## src/hw/rtl/mandelbrot_escape_iterations_top_assert.svh

```systemverilog
// Assertion macros for the top-level RTL.
`ifndef MANDELBROT_ESCAPE_ITERATIONS_TOP_ASSERT_SVH
`define MANDELBROT_ESCAPE_ITERATIONS_TOP_ASSERT_SVH

// Same-cycle implication, sampled on aclk, off during reset.
`define MANDEL_ASSERT_NOW(lbl, ante, cons, msg) \
    lbl: assert property (@(posedge aclk) disable iff (!aresetn) (ante) |-> (cons)) \
        else $error(msg);

// Next-cycle implication, sampled on aclk, off during reset.
`define MANDEL_ASSERT_NEXT(lbl, ante, cons, msg) \
    lbl: assert property (@(posedge aclk) disable iff (!aresetn) (ante) |=> (cons)) \
        else $error(msg);

`endif

```

## src/hw/rtl/mandel_pkg.sv

```systemverilog
package mandel_pkg;

    localparam int unsigned MAX_DIM  = 4096;
    localparam int unsigned MAX_ITER = 4096;
    localparam int unsigned FRAC_W   = 28;

    localparam int unsigned COORD_W  = 12;
    localparam int unsigned CNT_W    = 13;
    localparam int unsigned Q_W      = 32;
    localparam int unsigned STEP_W   = 31;
    localparam int unsigned C_W      = 45;
    localparam int unsigned NZ_W     = 46;
    localparam int unsigned CFG_IDX_W = 3;
    localparam int unsigned S_DATA_W = 24;
    localparam int unsigned M_DATA_W = 40;

    localparam logic [CFG_IDX_W-1:0] CFG_REAL_ORIGIN = 3'd0;
    localparam logic [CFG_IDX_W-1:0] CFG_IMAG_ORIGIN = 3'd1;
    localparam logic [CFG_IDX_W-1:0] CFG_REAL_STEP   = 3'd2;
    localparam logic [CFG_IDX_W-1:0] CFG_IMAG_STEP   = 3'd3;
    localparam logic [CFG_IDX_W-1:0] CFG_ITER_LIMIT  = 3'd4;

    typedef struct packed {
        logic [COORD_W-1:0]  column;
        logic [COORD_W-1:0]  row;
        logic signed [C_W-1:0] c_real;
        logic signed [C_W-1:0] c_imag;
        logic [CNT_W-1:0]    limit;
    } job_t;

    typedef struct packed {
        logic full;
        logic empty;
    } fifo_stat_t;

endpackage

```

## src/hw/rtl/mandel_front.sv

```systemverilog
module mandel_front (
    input  logic                                aclk,
    input  logic                                aresetn,
    input  logic                                s_tvalid,
    output logic                                s_tready,
    input  logic [mandel_pkg::S_DATA_W-1:0]     s_tdata,
    input  logic                                cfg_valid,
    output logic                                cfg_ready,
    input  logic [mandel_pkg::CFG_IDX_W-1:0]    cfg_addr,
    input  logic [31:0]                         cfg_data,
    output logic                                job_valid,
    input  logic                                job_ready,
    output mandel_pkg::job_t                    job
);
    import mandel_pkg::*;

    localparam logic [COORD_W-1:0] DIM_MASK = COORD_W'(MAX_DIM - 1);

    logic signed [Q_W-1:0]  real_origin_reg;
    logic signed [Q_W-1:0]  imag_origin_reg;
    logic [STEP_W-1:0]      real_step_reg;
    logic [STEP_W-1:0]      imag_step_reg;
    logic [CNT_W-1:0]       iter_limit_reg;

    logic                   valid_reg, valid_next;
    job_t                   job_reg, job_next;
    logic                   accept;

    logic [COORD_W-1:0]     col_m, row_m;
    logic [42:0]            prod_r, prod_i;
    logic [CNT_W-1:0]       limit_eff;

    assign cfg_ready = 1'b1;

    always_ff @(posedge aclk) begin
        if (!aresetn) begin
            real_origin_reg <= -32'sd536870912;
            imag_origin_reg <= -32'sd536870912;
            real_step_reg   <= 31'd262144;
            imag_step_reg   <= 31'd262144;
            iter_limit_reg  <= 13'd256;
        end else if (cfg_valid) begin
            case (cfg_addr)
                CFG_REAL_ORIGIN: real_origin_reg <= $signed(cfg_data);
                CFG_IMAG_ORIGIN: imag_origin_reg <= $signed(cfg_data);
                CFG_REAL_STEP:   real_step_reg   <= cfg_data[STEP_W-1:0];
                CFG_IMAG_STEP:   imag_step_reg   <= cfg_data[STEP_W-1:0];
                CFG_ITER_LIMIT:  iter_limit_reg  <= cfg_data[CNT_W-1:0];
                default: ;
            endcase
        end
    end

    assign s_tready  = !valid_reg || job_ready;
    assign accept    = s_tvalid && s_tready;
    assign job_valid = valid_reg;
    assign job       = job_reg;

    // Map pixel to point, clamp limit to [1, MAX_ITER]
    always_comb begin
        col_m  = s_tdata[COORD_W-1:0] & DIM_MASK;
        row_m  = s_tdata[2*COORD_W-1:COORD_W] & DIM_MASK;
        prod_r = 43'(col_m) * 43'(real_step_reg);
        prod_i = 43'(row_m) * 43'(imag_step_reg);
        if (iter_limit_reg == '0) begin
            limit_eff = CNT_W'(1);
        end else if (iter_limit_reg > CNT_W'(MAX_ITER)) begin
            limit_eff = CNT_W'(MAX_ITER);
        end else begin
            limit_eff = iter_limit_reg;
        end
        job_next        = job_reg;
        job_next.column = col_m;
        job_next.row    = row_m;
        job_next.c_real = C_W'(real_origin_reg) + $signed({2'b00, prod_r});
        job_next.c_imag = C_W'(imag_origin_reg) + $signed({2'b00, prod_i});
        job_next.limit  = limit_eff;
        valid_next      = accept || (valid_reg && !job_ready);
    end

    always_ff @(posedge aclk) begin
        if (!aresetn) begin
            valid_reg <= 1'b0;
        end else begin
            valid_reg <= valid_next;
        end
    end

    always_ff @(posedge aclk) begin
        if (accept) begin
            job_reg <= job_next;
        end
    end

endmodule

```

## config.mk

```make
export PLATFORM = sky130hd
export DESIGN_NAME = mandel_front
export DESIGN_NICKNAME = d
export VERILOG_FILES = /design/src/hw/rtl/mandelbrot_escape_iterations_top_assert.svh /design/src/hw/rtl/mandel_pkg.sv /design/src/hw/rtl/mandel_front.sv
export SDC_FILE = /design/constraint.sdc
export NUM_CORES = 2
export LEC_CHECK = 0
export ABC_AREA = 1
export BUFFER_PORTS_ARGS = -buffer_cell sky130_fd_sc_hd__buf_2
export CORE_MARGIN = 5
export CORE_UTILIZATION = 50
export DETAILED_ROUTE_END_ITERATION = 8
export HOLD_SLACK_MARGIN = 0.12
export PLACE_DENSITY = 0.76
export SYNTH_ARGS = -nofsm -noshare
export SYNTH_HDL_FRONTEND = slang
export SYNTH_SLANG_ARGS = --single-unit
```

## constraint.sdc

```tcl
create_clock -name aclk -period 9.1 [get_ports aclk]
set_input_delay 0.91 -clock aclk [delete_from_list [all_inputs] [get_ports aclk]]
set_output_delay 0.91 -clock aclk [all_outputs]
set_load 0.02 [all_outputs]
```

## Word level (Yosys, flattened, before mapping)

Cells that the tools add are included.

| storage, ports and cells | value |
|---|---|
| bits in registers | 267 |
| bits of input ports | 64 |
| output and inout bits | 130 |
| word-level logic and storage cells | 36 |

| cells by class | value |
|---|---|
| $add $sub $neg | 2 |
| multiply operators | 2 |
| order comparisons | 1 |
| equal/unequal tests | 4 |
| multiplexer cells | 1 |
| reduce and logical (&&, ||, !) cells | 14 |

Operator list:

| cell | count |
|---|---|
| $add 32x44->45 | 2 |
| $mul 12x31->43 | 2 |
| $gt 13x13->1 const B | 1 |
| $logic_not 13->1 | 1 |
| $mux 13 | 1 |
| $reduce_and 2->1 | 5 |
| $eq 3x2->1 const B | 2 |
| $eq 3x1->1 const B | 1 |
| $eq 3x3->1 const B | 1 |
| $logic_not 3->1 | 1 |
| $logic_and 1x1->1 | 2 |
| $logic_not 1->1 | 2 |
| $logic_or 1x1->1 | 2 |
| $reduce_or 2->1 | 1 |

## Depth between registers and ports, before layout

| depth | value |
|---|---|
| depth after elaboration | 4 |
| gate-level depth with buffers | 36 |
| gate-level depth less buffers | 35 |

## Least setup slack after synthesis

OpenSTA, ideal clock, no wires.

| path | value |
|---|---|
| path kind | input -> register |
| start point | in s_tvalid |
| end point | reg job_reg (netlist bit job[0]) (enable) |
| library setup time | 0.655 ns |
| arrival | 7.067 ns |
| required time | 8.445 ns |
| path slack | 1.377 ns |
| stages | 2 |
| buffers on the path | 0 |
| cell sequence | inv_1 > a21oi_1 |

| on the way | value |
|---|---|
| longest elaborated chain between the ends | 1 |

Ends and longest elaborated chain:

| item | RTL line | source |
|---|---|---|
| start, declared | mandel_front.sv:4 | `input logic s_tvalid,` |
| $logic_and 1x1->1 | mandel_front.sv:55 | `assign accept = s_tvalid && s_tready;` |
| named net accept | mandel_front.sv:27 | `logic accept;` |
| end signal, assigned | mandel_front.sv:91 | `job_reg <= job_next;` |
| end, declared | mandel_front.sv:26 | `job_t job_reg, job_next;` |

The timed path passes the listed nets, and every way through them passes these cells.
A chain may end at the register's enable or synchronous reset.

==> results.json <==
{
  "cpMaxStageDelayCell": "buf_2",
  "leakage_nw": 25.33,
  "setup_slack_ns": 1.908,
  "numCtsBuffers": 36,
  "worstPathMaxFanout": 32,
  "yosysSeqAreaShare_pct": 16.19,
  "internal_power_w": 0.003453,
  "setup.worst_path.end_class": "flip-flop",
  "pre_cts_ws_ns": 1.435,
  "r2r_cells": 31,
  "core_mm2": 0.08081,
  "worstHoldPathType": "reg -> reg",
  "powerDensity_mw_per_mm2": 145.5,
  "p_comb_share_pct": 50.7,
  "hpwlAfterDp_um": 98330,
  "cts-root-buf": "clkbuf_16",
  "power.switching_w": 0.002926,
  "critical-path-top-delay-family": "adder cells",
  "layout.nets": 6828,
  "die_w_um": 295.9,
  "synth_area_leaders": "fa_1 29%, nand2_1 18%, inv_1 13%, edfxtp_1 9.3%, ha_1 7.7%",
  "post-route-util_pct": 54.25,
  "crit_buf_inv": 6,
  "hold_depth": 2,
  "cts_buffer_depth": 3,
  "num_vias": 36040,
  "post_cts_buffers": 0,
  "initial_core_util_pct": 50.56,
  "drc_errors": 0,
  "port_buffers": 192,
  "r2r-end": "job[98]",
  "final_cell_mix": "1,948 x nand2_1, 1,458 x inv_1, 582 x fa_1, 487 x nor2_1, 252 x ha_1",
  "drv_slew": 0,
  "finalInstanceArea_mm2": 0.04384,
  "final_common_cell": "nand2_1",
  "max-vdd-ir-drop_uv": 122.9,
  "ant_nets": 0,
  "multi_input_area_mm2": 0.02806,
  "gp_congestion": 1.009,
  "drt-total-wl_um": 123300,
  "grtUsageTotal_pct": 28.69,
  "clkLatencyLatePin_ns": 0.58,
  "grt_start_max_net_pins": 94,
  "routedWlPerCell_um": 17.57,
  "rsz0062_at_grt": "false",
  "grt_pass1_wl_um": 197300,
  "register_area_mm2": 0.006616,
  "cp.required_ns": 9.43,
  "crit_path_frequent_cell": "nand2_1",
  "hold_end": "imag_origin_reg[29]",
  "synth_largest_area_cell": "fa_1",
  "fill_cells": 7812,
  "synth_cell_types": 36,
  "rrSetupSlack_ns": 2.03,
  "worst_pin_slew_ns": 1.115,
  "arrival_ns": 7.53,
  "area_growth_syn_to_layout_pct": 7.285,
  "power_frac_seq_pct": 24.9,
  "syn_inst": 5867,
  "syn_avg_cell_area_um2": 6.964,
  "final.setup.tns_ns": 0,
  "clock-sinks": 267,
  "clk_pin_slew_ns": 0.06,
  "setup_violations": 0,
  "fin_crit_sh_pct": 79.03,
  "dp.cells": 6952,
  "hp-start": "imag_origin_reg[29]",
  "die_h_um": 295.9,
  "overflow": 0,
  "grt_antenna_before_repair": 5,
  "hold_buffers": 0,
  "synth_top_area_share_pct": 28.52,
  "p_clk_share_pct": 24.4,
  "fin_cells": 7018,
  "synth_fp_nets": 6765,
  "viasPerCell": 5.136,
  "criticalPathCategory": "in -> reg",
  "drtPass1Iterations": 5,
  "drv_cap": 0,
  "synthesis.area_mm2": 0.04086,
  "ys_ff_latch": 267,
  "io_pins": 194,
  "status": "completed",
  "finClkSkew_ns": 0.03603,
  "cts_resized": 0,
  "largest_register_ffs": 127,
  "drt_iter0_markers": 2532,
  "postPlaceCellArea_mm2": 0.04256,
  "cts_tree": "done",
  "start_kind": "primary input",
  "r2r-start": "real_step_reg[8]",
  "dieArea_mm2": 0.08754,
  "drive_above_1_share_pct": 5.776,
  "fmaxAchievable_mhz": 139.0,
  "htreeDepth": 2,
  "rows": 104,
  "max_stage_delay_ns": 0.61,
  "swShare_pct": 45.86,
  "hold_viol_final": 0,
  "grt_pass1_vias": 37410,
  "slew_headroom_pct": 25.49,
  "min_period_ns": 7.192,
  "ys_warn_count": 0
}
-- kinds of logic after synthesis --
group | Yosys count | share of synthesized area (%)
AND/OR/NAND/NOR | 2693 | 26.15
flip-flops | 267 | 16.19
adder cells (fa/ha/maj) | 834 | 36.23
buffers and inverters | 1647 | 15.18
AO/OA/AOI/OAI | 329 | 4.183
other | 1 | 0.009178
XOR/XNOR | 96 | 2.058
-- worst max-delay path by stage --
stage | start | end | slack, ns | depth (start not counted)
floorplan | s_tvalid | job[0] | 1.38 | 2
global route | s_tdata[6] | job[98] | 1.56 | 32
global placement | s_tdata[6] | job[101] | 1.45 | 30
CTS | s_tdata[6] | job[98] | 2.03 | 32
finish | s_tdata[6] | job[98] | 1.91 | 32
detailed placement | s_tdata[6] | job[98] | 1.43 | 32
-- area by class of cell --
| type | instances | area share (%) |
|---|---|---|
| multi-input cells | 3953 | 64.01 |
| clock inverters | 17 | 0.5566 |
| flip-flops and latches | 267 | 15.09 |
| diodes | 2 | 0.01142 |
| well taps | 1060 | 3.026 |
| clock buffers | 47 | 2.341 |
| repair buffers | 203 | 2.386 |
| inverters | 1469 | 12.58 |
-- worst register-to-register path: cells and delay by family, from the launching register on --
| family | cells | cell delay, ns |
|---|---|---|
| AO/OA/AOI/OAI | 2 | 0.55 |
| adder cells (fa/ha/maj) | 7 | 3.36 |
| buffers and inverters | 5 | 0.28 |
| flip-flops | 1 | 0.85 |
| AND/OR/NAND/NOR | 17 | 1.83 |
-- cells in the mapped netlist, drive strengths merged --
| cell type | count |
|---|---|
| conb | 1 |
| xor2 | 79 |
| xnor2 | 17 |
| a21oi | 135 |
| a31oi | 15 |
| nor4 | 7 |
| fa | 582 |
| dfxtp | 140 |
| ha | 252 |
| o21ai | 163 |
| nor2 | 521 |
| nand2b | 4 |
| buf | 12 |
| a21boi | 1 |
| nand3b | 5 |
| nor3 | 26 |
| clkinv | 1 |
| o21bai | 12 |
| edfxtp | 127 |
| nand2 | 1957 |
| and2 | 4 |
| nand3 | 156 |
| clkbuf | 166 |
| nand4 | 13 |
| o211ai | 3 |
| inv | 1468 |
-- per-stage QoR --
stage          hold slack (ns)  total power, W
2_1_floorplan           0.4354        0.003798
3_3_place_gp            0.4502        0.004818
3_5_place_dp            0.4547        0.004835
4_1_cts                 0.4708        0.006430
5_1_grt                 0.4943        0.006858
6_report                0.4756        0.006379
-- layer usage --
metal  global-route usage, %  routed length, um  up-vias
met5                       0                 13        -
li1                        -                  -    17150
met3                   4.778              10180      340
met1                   35.12              47510    17080
met2                   49.49              58680     1469
met4                   13.92               6948        2
-- power by group through the flow --
stage	registers (W)	logic, W	clock network [W]
floorplan	0.00175	0.00205	0
global placement	0.00161	0.00320	0
detailed placement	0.00161	0.00322	0
CTS	0.00159	0.00325	0.00160
global route	0.00160	0.00362	0.00164
finish	0.00159	0.00324	0.00156
(Power assumes the default switching activity.)
