### src/hw/rtl/mandelbrot_escape_iterations_top_assert.svh
// Assertion macros for the top-level RTL.
`ifndef MANDELBROT_ESCAPE_ITERATIONS_TOP_ASSERT_SVH
`define MANDELBROT_ESCAPE_ITERATIONS_TOP_ASSERT_SVH

// Same-cycle implication, sampled on aclk, off during reset.
`define MANDEL_ASSERT_NOW(lbl, ante, cons, msg) \
    lbl: assert property (@(posedge aclk) disable iff (!aresetn) (ante) |-> (cons)) \
        else $error(msg);

// Next-cycle implication, sampled on aclk, off during reset.
`define MANDEL_ASSERT_NEXT(lbl, ante, cons, msg) \
    lbl: assert property (@(posedge aclk) disable iff (!aresetn) (ante) |=> (cons)) \
        else $error(msg);

`endif

### src/hw/rtl/mandel_pkg.sv
package mandel_pkg;

    localparam int unsigned MAX_DIM  = 4096;
    localparam int unsigned MAX_ITER = 4096;
    localparam int unsigned FRAC_W   = 28;

    localparam int unsigned COORD_W  = 12;
    localparam int unsigned CNT_W    = 13;
    localparam int unsigned Q_W      = 32;
    localparam int unsigned STEP_W   = 31;
    localparam int unsigned C_W      = 45;
    localparam int unsigned NZ_W     = 46;
    localparam int unsigned CFG_IDX_W = 3;
    localparam int unsigned S_DATA_W = 24;
    localparam int unsigned M_DATA_W = 40;

    localparam logic [CFG_IDX_W-1:0] CFG_REAL_ORIGIN = 3'd0;
    localparam logic [CFG_IDX_W-1:0] CFG_IMAG_ORIGIN = 3'd1;
    localparam logic [CFG_IDX_W-1:0] CFG_REAL_STEP   = 3'd2;
    localparam logic [CFG_IDX_W-1:0] CFG_IMAG_STEP   = 3'd3;
    localparam logic [CFG_IDX_W-1:0] CFG_ITER_LIMIT  = 3'd4;

    typedef struct packed {
        logic [COORD_W-1:0]  column;
        logic [COORD_W-1:0]  row;
        logic signed [C_W-1:0] c_real;
        logic signed [C_W-1:0] c_imag;
        logic [CNT_W-1:0]    limit;
    } job_t;

    typedef struct packed {
        logic full;
        logic empty;
    } fifo_stat_t;

endpackage

### src/hw/rtl/mandel_fifo.sv
module mandel_fifo (
    input  logic                    aclk,
    input  logic                    aresetn,
    input  logic                    push,
    input  mandel_pkg::job_t        push_job,
    input  logic                    pop,
    output mandel_pkg::job_t        pop_job,
    output mandel_pkg::fifo_stat_t  stat
);
    import mandel_pkg::*;

    job_t        slot_reg [2];
    logic        wr_ptr_reg, wr_ptr_next;
    logic        rd_ptr_reg, rd_ptr_next;
    logic [1:0]  count_reg, count_next;

    always_comb begin
        wr_ptr_next = wr_ptr_reg ^ push;
        rd_ptr_next = rd_ptr_reg ^ pop;
        count_next  = count_reg + 2'(push) - 2'(pop);
        stat.full   = count_reg == 2'd2;
        stat.empty  = count_reg == 2'd0;
        pop_job     = slot_reg[rd_ptr_reg];
    end

    always_ff @(posedge aclk) begin
        if (!aresetn) begin
            wr_ptr_reg <= 1'b0;
            rd_ptr_reg <= 1'b0;
            count_reg  <= 2'd0;
        end else begin
            wr_ptr_reg <= wr_ptr_next;
            rd_ptr_reg <= rd_ptr_next;
            count_reg  <= count_next;
        end
    end

    always_ff @(posedge aclk) begin
        if (push) begin
            slot_reg[wr_ptr_reg] <= push_job;
        end
    end

endmodule

### config.mk
export PLATFORM = sky130hd
export DESIGN_NAME = mandel_fifo
export DESIGN_NICKNAME = d
export VERILOG_FILES = /design/src/hw/rtl/mandelbrot_escape_iterations_top_assert.svh /design/src/hw/rtl/mandel_pkg.sv /design/src/hw/rtl/mandel_fifo.sv
export SDC_FILE = /design/constraint.sdc
export NUM_CORES = 1
export LEC_CHECK = 0
export ABC_CLOCK_PERIOD_IN_PS = 4400
export BUFFER_PORTS_ARGS = -buffer_cell sky130_fd_sc_hd__buf_2
export CAP_MARGIN = 20
export CORE_AREA = 2 2 146 148
export CTS_CLUSTER_DIAMETER = 50
export CTS_CLUSTER_SIZE = 14
export DETAILED_ROUTE_END_ITERATION = 6
export DIE_AREA = 0 0 148 150
export PLACE_DENSITY = 0.74
export SLEW_MARGIN = 20
export SYNTH_ARGS = -nofsm -noshare
export SYNTH_HDL_FRONTEND = slang
export SYNTH_SLANG_ARGS = --single-unit
### constraint.sdc
create_clock -name aclk -period 4.4 [get_ports aclk]
set_clock_uncertainty 0.05 [all_clocks]
set_input_delay 1.1 -clock aclk [delete_from_list [all_inputs] [get_ports aclk]]
set_output_delay 1.1 -clock aclk [all_outputs]
set_load 0.02 [all_outputs]
# Word level (Yosys, flattened, before mapping)
# Memory sizes are Yosys's and may differ from the RTL's. A register that Yosys moved wholly into a read port is not among the register bits.
# Index checks and enable logic that the tools add are counted.
# totals
out_inout_bits,129
register_bits,4
inputBits,131
ramBits,254
mem_count,1
elab_cells,13
# classes
n_eq_ne,1
n_mux,3
addsub,2
reduce_logical,1
n_bitwise,2
# memory_table
name,depth,word_bits,read_ports,rd_clocked_by_memory_dff,wr,line_no,source
slot_reg,2,127,1,1,1,mandel_fifo.sv:12,job_t slot_reg [2];
# ops
cell,count
two-way mux 1 bit,3
adder 2 x 1 -> 2 bit,1
"equality test 2 bit, second input constant",1
logical NOT 2 bit,1
subtractor 2 x 1 -> 2 bit,1
XOR 1 bit,2

# Depth between registers and ports, before layout
# Gate-level depths: netlist of the first run.
# logic_depth
word_depth,2
mapped_depth,6

# Worst setup path before layout of the first run
# No wires, ideal clock.
# synth_path
kind,input port to flip-flop
start,input port push
end,"memory slot_reg[0][0] in the netlist's numbering, enable pin"
slack_ns,-0.230
n_path_buf,0
arrival_ns,4.078
setup_time_ns,0.502
path_stages,1
required_time_ns,3.848
path_cell_list,ha_1
# synth_between
elab_chain_cells,2
# synth_lines
element,line_no,source
start: declaration,mandel_fifo.sv:4,"input logic push,"
two-way mux 1 bit,mandel_fifo.sv:39,if (push) begin
two-way mux 1 bit (not written as such),mandel_fifo.sv:40,slot_reg[wr_ptr_reg] <= push_job;
end: declaration,mandel_fifo.sv:12,
# Every way passes these cells.

==> summary.txt, run 1 <==
STA
  – Slew margin rel.: 0.447
  – Part of the cycle the worst path needs: 0.761
  – Final hold vios: 0
  – Setup-failing EPs final: 0
  – Worst-Margin Slew: just over 0.8 ns
  – Achievable frequency: around 300 MHz
  – RSZ-0062 raised after global routing: false
  – Slew Limit Fails: 0
  – Setup total negative slack: 0 ns
  – Final critical-path required period: about 3.4 ns

Finish
  – Finished Cell Area: roughly 12000 um2
  – Final net count: between 800 and 900
  – Most frequent cells in the layout: buf_2, edfxtp_1, mux2_2
  – Inserted Diodes: 0
  – Max reg flops: 254
  – Most common cell after layout, fill and taps aside: buf_2
  – Area delta synth->final: 26.1%
  – Layout cells sized above 1: 0.610

Yosys
  – Mapped Area: between 9000 and 10000 um2
  – Register area share after synthesis: 0.813
  – Mapped Cells: between 400 and 500
  – Cell taking the most area after synthesis: edfxtp_1
  – Top cell type's share of synthesized area: 0.802
  – Ys Warns: 0
  – Avg Synthesized Cell Area: about 23 um2
  – Number of distinct library cells after synthesis: 13
  – Syn nets: 551
  – Yosys reg bits: around 260
  – Synth top area cells: edfxtp_1, mux2_2, mux2_4

Setup path
  – FF-to-FF setup slack: approximately 2.5 ns
  – Family with the most delay on the worst path: flip-flops
  – Crit-path max cell delay: roughly 0.65 ns
  – Critical path startpoint category: flop
  – Critical path class: reg2out
  – Critical Path Sink Type: output port
  – WP buf/inv: 2
  – Crit path DAT: 2.20 ns
  – CP Max Fanout: 63
  – Cell breakdown of the critical path: buf_12 > mux2_2 > buf_2
  – CP max-delay cell: dfxtp_4
  – Req. time, crit path: roughly 3.3 ns

Clocking
  – Worst skew pair latency: just over 0.5 ns
  – TritonCTS clock tree: done
  – # hold bufs at CTS: 0
  – Clk sink count: 259
  – CTS Root Cell: clkbuf_16
  – CTS clk-pin slew, worst paths: roughly 0.06 ns
  – Clock Tree Buf Depth: 3
  – Post-cts resize count: 0
  – Post-CTS Repair Setup Buffers: 0
  – H-tree Lvls: 1
  – Total CTS buffers: 26

Placement
  – DP Area: between 10000 and 15000 um2
  – Routability cong.: just under 0.8
  – Final HPWL DP: roughly 12 mm
  – IO buf count: roughly 260

Route
  – DRT Wirelength: roughly 18 mm
  – Vias post-DR: approximately 4800
  – Vias/cell: 4.86
  – Drt wl/cell: around 18 um
  – Post-route ant nets: 0
  – Detailed Routing Iterations Pass 1: 4
  – DRT iter0 DRCs: between 150 and 200
  – DRC violations left: 0

Floorplan
  – Die ar.: 22200 um2
  – Die X: between 100 and 150 um
  – Core area: roughly 21000 um2
  – Initial Util: 0.459
  – Die Ht: around 150 um
  – Row count: 53
  – I/O pin total: 260

Status
  – Outcome: complete, no violations

Global routing
  – Antenna violations before repair: 2
  – Vias in the first global route: around 5000
  – Gr ovfl total: 0
  – GRT Total Usage: 0.152
  – Pin count of the biggest net entering global routing: 64
  – First-pass GRT wire length: approximately 26 mm

Job
  – MaxCap Viol Count: 0

Hold path
  – Hold/Removal Path Class: reg2reg

Power and ir drop
  – PD cells: ~480 nW/um2
  – Maximum vdd ir drop: 462 uV
  – Leakage: about 0.0046 uW
==> per-stage QoR <==
step / worst slack, ns / total power, uW / utilization / hold slack (ns) / cells
after floorplan: 1.16 / 3440 / - / 0.496 / 416
after detailed placement: 1.56 / 3710 / 0.539 / 0.552 / 942
after global routing: 0.932 / 5980 / 0.579 / 0.585 / 986
final: 1.05 / 5760 / 0.579 / 0.556 / 986
after CTS: 1.00 / 5840 / 0.579 / 0.563 / 986
after global placement: 1.59 / 3680 / 0.539 / 0.520 / 942
==> cell type report <==
| type | instances | area (um2) |
|---|---|---|
| clock buffers | 31 | 691 |
| well taps | 275 | 344 |
| flip-flops and latches | 259 | 7730 |
| repair buffers | 265 | 1380 |
| clock inverters | 13 | 139 |
| inverters | 3 | 11.3 |
| fillers | 1577 | 8700 |
| multi-input cells | 140 | 1690 |
==> Yosys cell counts (all sizes together) <==
cell type	n
and2	3
buf	14
dfxtp	5
edfxtp	254
ha	4
inv	3
mux2	127
nor2	1
nor2b	3
xnor3	1
xor2	1
==> layer usage <==
| metal | vias to the layer above | global-route usage | share of wire | wire [um] |
|---|---|---|---|---|
| met4 | 4 | 0.0319 | 0.013 | 231 |
| met2 | 202 | 0.270 | 0.51 | 9090 |
| met3 | 21 | 0.0613 | 0.10 | 1810 |
| met5 | - | 0 | 0.0015 | 27 |
| met1 | 2346 | 0.175 | 0.37 | 6640 |
| li1 | 2216 | - | - | - |
==> worst paths after layout <==
| check | start | to | cells after the start |
|---|---|---|---|
| hold / removal | rd_ptr_reg | flop | 2 |
| hold reg to reg | rd_ptr_reg | flop | 2 |
| setup reg to reg | wr_ptr_reg | slot_reg[0][120] | 3 |
| setup / recovery | flop | pop_job[4] | 3 |
==> power by group <==
group	internal [uW]	total, uW	switching (uW)
Sequential	2880	2930	50.8
Clock	1240	2110	870
Combinational	303	711	408
==> worst reg2reg max path, cell delays in order (launching register included) <==
cell and delay, ns:
dfxtp_1 0.33, inv_1 0.09, ha_4 0.66, buf_4 0.48
==> cells by family (layout without fill, tap and decap cells) <==
group | Yosys count | after routing | share of synthesized area
AND/OR/NAND/NOR | 7 | 7 | 0.00434
multiplexers | 127 | 127 | 0.162
adder cells (fa/ha/maj) | 4 | 4 | 0.00527
buffers and inverters | 17 | 312 | 0.0118
XOR/XNOR | 2 | 2 | 0.00329
flip-flops | 259 | 259 | 0.813
(Power assumes the default switching activity.)
==> inputs of run 2 (changes only) <==
--- a/config.mk
+++ b/config.mk
@@ -5,15 +5,15 @@
 export SDC_FILE = /design/constraint.sdc
 export NUM_CORES = 1
 export LEC_CHECK = 0
-export ABC_CLOCK_PERIOD_IN_PS = 4400
+export ABC_CLOCK_PERIOD_IN_PS = 3300
 export BUFFER_PORTS_ARGS = -buffer_cell sky130_fd_sc_hd__buf_2
 export CAP_MARGIN = 20
-export CORE_AREA = 2 2 146 148
+export CORE_AREA = 2 2 139 141
 export CTS_CLUSTER_DIAMETER = 50
 export CTS_CLUSTER_SIZE = 14
 export DETAILED_ROUTE_END_ITERATION = 6
-export DIE_AREA = 0 0 148 150
-export PLACE_DENSITY = 0.74
+export DIE_AREA = 0 0 141 143
+export PLACE_DENSITY = 0.77
 export SLEW_MARGIN = 20
 export SYNTH_ARGS = -nofsm -noshare
 export SYNTH_HDL_FRONTEND = slang
==> constraint.sdc (replaced) <==
create_clock -name aclk -period 3.3 [get_ports aclk]
set_clock_uncertainty 0.05 [all_clocks]
set_input_delay 0.825 -clock aclk [delete_from_list [all_inputs] [get_ports aclk]]
set_output_delay 0.825 -clock aclk [all_outputs]
set_load 0.02 [all_outputs]
==> summary.txt, run 2 (synthesized netlist as in run 1, its figures left out) <==
Status
  – Outcome: complete, no violations

Power and ir drop
  – Seq pwr share: 0.503
  – Clock share of power: 0.371
  – Pint: approximately 6000 uW
  – Net switching power: 1760 uW
  – PD cells: approximately 650 nW/um2
  – Sw Ratio: 0.228
  – Leakage: around 0.0046 uW
  – Comb power frac: 0.126
  – Maximum vdd ir drop: between 600 and 700 uV

STA
  – Setup total negative slack: 0 ns
  – Final hold vios: 0
  – RSZ-0062 raised after global routing: false
  – Slew margin rel.: 0.654
  – Setup-failing EPs final: 0
  – Slew Limit Fails: 0
  – Part of the cycle the worst path needs: 0.821
  – Final critical-path required period: 2.71 ns
  – Worst-Margin Slew: between 0.5 and 0.6 ns
  – Min Hold Slack: about 0.45 ns
  – Achievable frequency: 369 MHz
  – Worst setup margin: ~0.59 ns

Route
  – Detailed Routing Iterations Pass 1: 4
  – Post-route ant nets: 0
  – DRT iter0 DRCs: about 250
  – DRC violations left: 0
  – Vias post-DR: 4828
  – Drt wl/cell: roughly 19 um
  – Vias/cell: 5.11
  – DRT Wirelength: approximately 18 mm

Global routing
  – First-pass GRT wire length: between 20 and 30 mm
  – Gr ovfl total: 0
  – Vias in the first global route: 5111
  – GRT Total Usage: 0.167
  – Antenna violations before repair: 2
  – Pin count of the biggest net entering global routing: 70

Clocking
  – CTS clk-pin slew, worst paths: 0.06 ns
  – TritonCTS clock tree: done
  – Total CTS buffers: 26
  – Worst skew pair latency: 0.50 ns
  – Clk sink count: approximately 260
  – H-tree Lvls: 1
  – Clock Tree Buf Depth: 3
  – # hold bufs at CTS: 0
  – CTS Root Cell: clkbuf_16
  – Post-cts resize count: 0
  – Post-CTS Repair Setup Buffers: 0

Floorplan
  – Row count: 50
  – Die X: ~140 um
  – Die Ht: between 100 and 150 um
  – I/O pin total: 260
  – Die ar.: just over 20000 um2
  – Initial Util: 0.512
  – Core area: ~19000 um2

Hold path
  – Min-Delay Startpoint: push_job[12]
  – Hold/Removal Path Class: in2reg
  – Hold-critical path depth: 1
  – Hold EP: slot_reg[1][12]

Setup path
  – Crit-path max cell delay: 0.40 ns
  – CP max-delay cell: mux2_2
  – Cell breakdown of the critical path: buf_12 > mux2_2 > buf_2
  – Critical path startpoint category: flop
  – Req. time, crit path: ~2.4 ns
  – FF-to-FF setup slack: ~1.6 ns
  – CP Max Fanout: 69
  – Family with the most delay on the worst path: buffers and inverters
  – Reg-to-Reg End: slot_reg[0][16]
  – Worst reg2reg path depth: 3
  – Critical path class: reg2out
  – WP buf/inv: 2
  – Crit path DAT: roughly 1.8 ns
  – Critical Path Sink Type: output port
  – Crit Reg-Reg Startpoint: wr_ptr_reg

Finish
  – Max reg flops: around 250
  – Inserted Diodes: 0
  – Area delta synth->final: 26.1%
  – Most frequent cells in the layout: buf_2, edfxtp_1, mux2_2
  – Most common cell after layout, fill and taps aside: buf_2
  – Finished Cell Area: about 12000 um2
  – Layout cells sized above 1: 0.608
  – Final net count: between 800 and 900
  – Fillers: approximately 1300

Placement
  – DP Area: between 10000 and 15000 um2
  – Routability cong.: about 0.76
  – Final HPWL DP: roughly 12 mm
  – Pre-CTS setup slack: 0.995 ns
  – IO buf count: between 200 and 300

Job
  – MaxCap Viol Count: 0
-- run 2: worst register-to-register path: stages (launching register included) --
cell,delay (ns)
dfxtp_1,0.33
inv_1,0.09
ha_4,0.47
buf_12,0.37
-- run 2: worst max-delay path by stage --
stage	startpoint	end	slack (ns)	depth (start not counted)
CTS	flop	pop_job[0]	0.56	3
global route	flop	pop_job[0]	0.51	3
floorplan	push	slot_reg[1][0]	0.33	1
global placement	push	slot_reg[0][17]	1.05	3
finish	flop	pop_job[0]	0.59	3
detailed placement	push	slot_reg[1][86]	1.0	3
-- run 2: per-layer routing --
layer	wire [um]	global-route usage	part of all wire
met4	351	0.0479	0.020
met1	6570	0.190	0.37
met5	27	0	0.0015
met3	1460	0.0547	0.083
met2	9270	0.302	0.52
-- run 2: cell type report --
class,count,area (um2),area share
Sequential cell,259,7730,0.645
Multi-Input combinational cell,140,1690,0.141
Timing Repair Buffer,265,1420,0.118
Clock buffer,29,683,0.0570
Tap cell,234,293,0.0244
Clock inverter,15,160,0.0134
Inverter,3,11.3,0.000940
-- run 2: power by group through the flow --
stage | clock network [uW] | logic [uW] | registers, uW
after floorplan | 0 | 636 | 3950
after global placement | 0 | 963 | 3950
after detailed placement | 0 | 987 | 3960
after CTS | 2940 | 992 | 3890
after global routing | 3060 | 1040 | 3910
final | 2870 | 975 | 3890
-- run 2: per-stage QoR --
step	util	instances	power (uW)
after floorplan	-	416	4590
after global placement	0.600	901	4910
after detailed placement	0.600	901	4950
after CTS	0.645	945	7820
after global routing	0.645	945	8010
final	0.645	945	7730
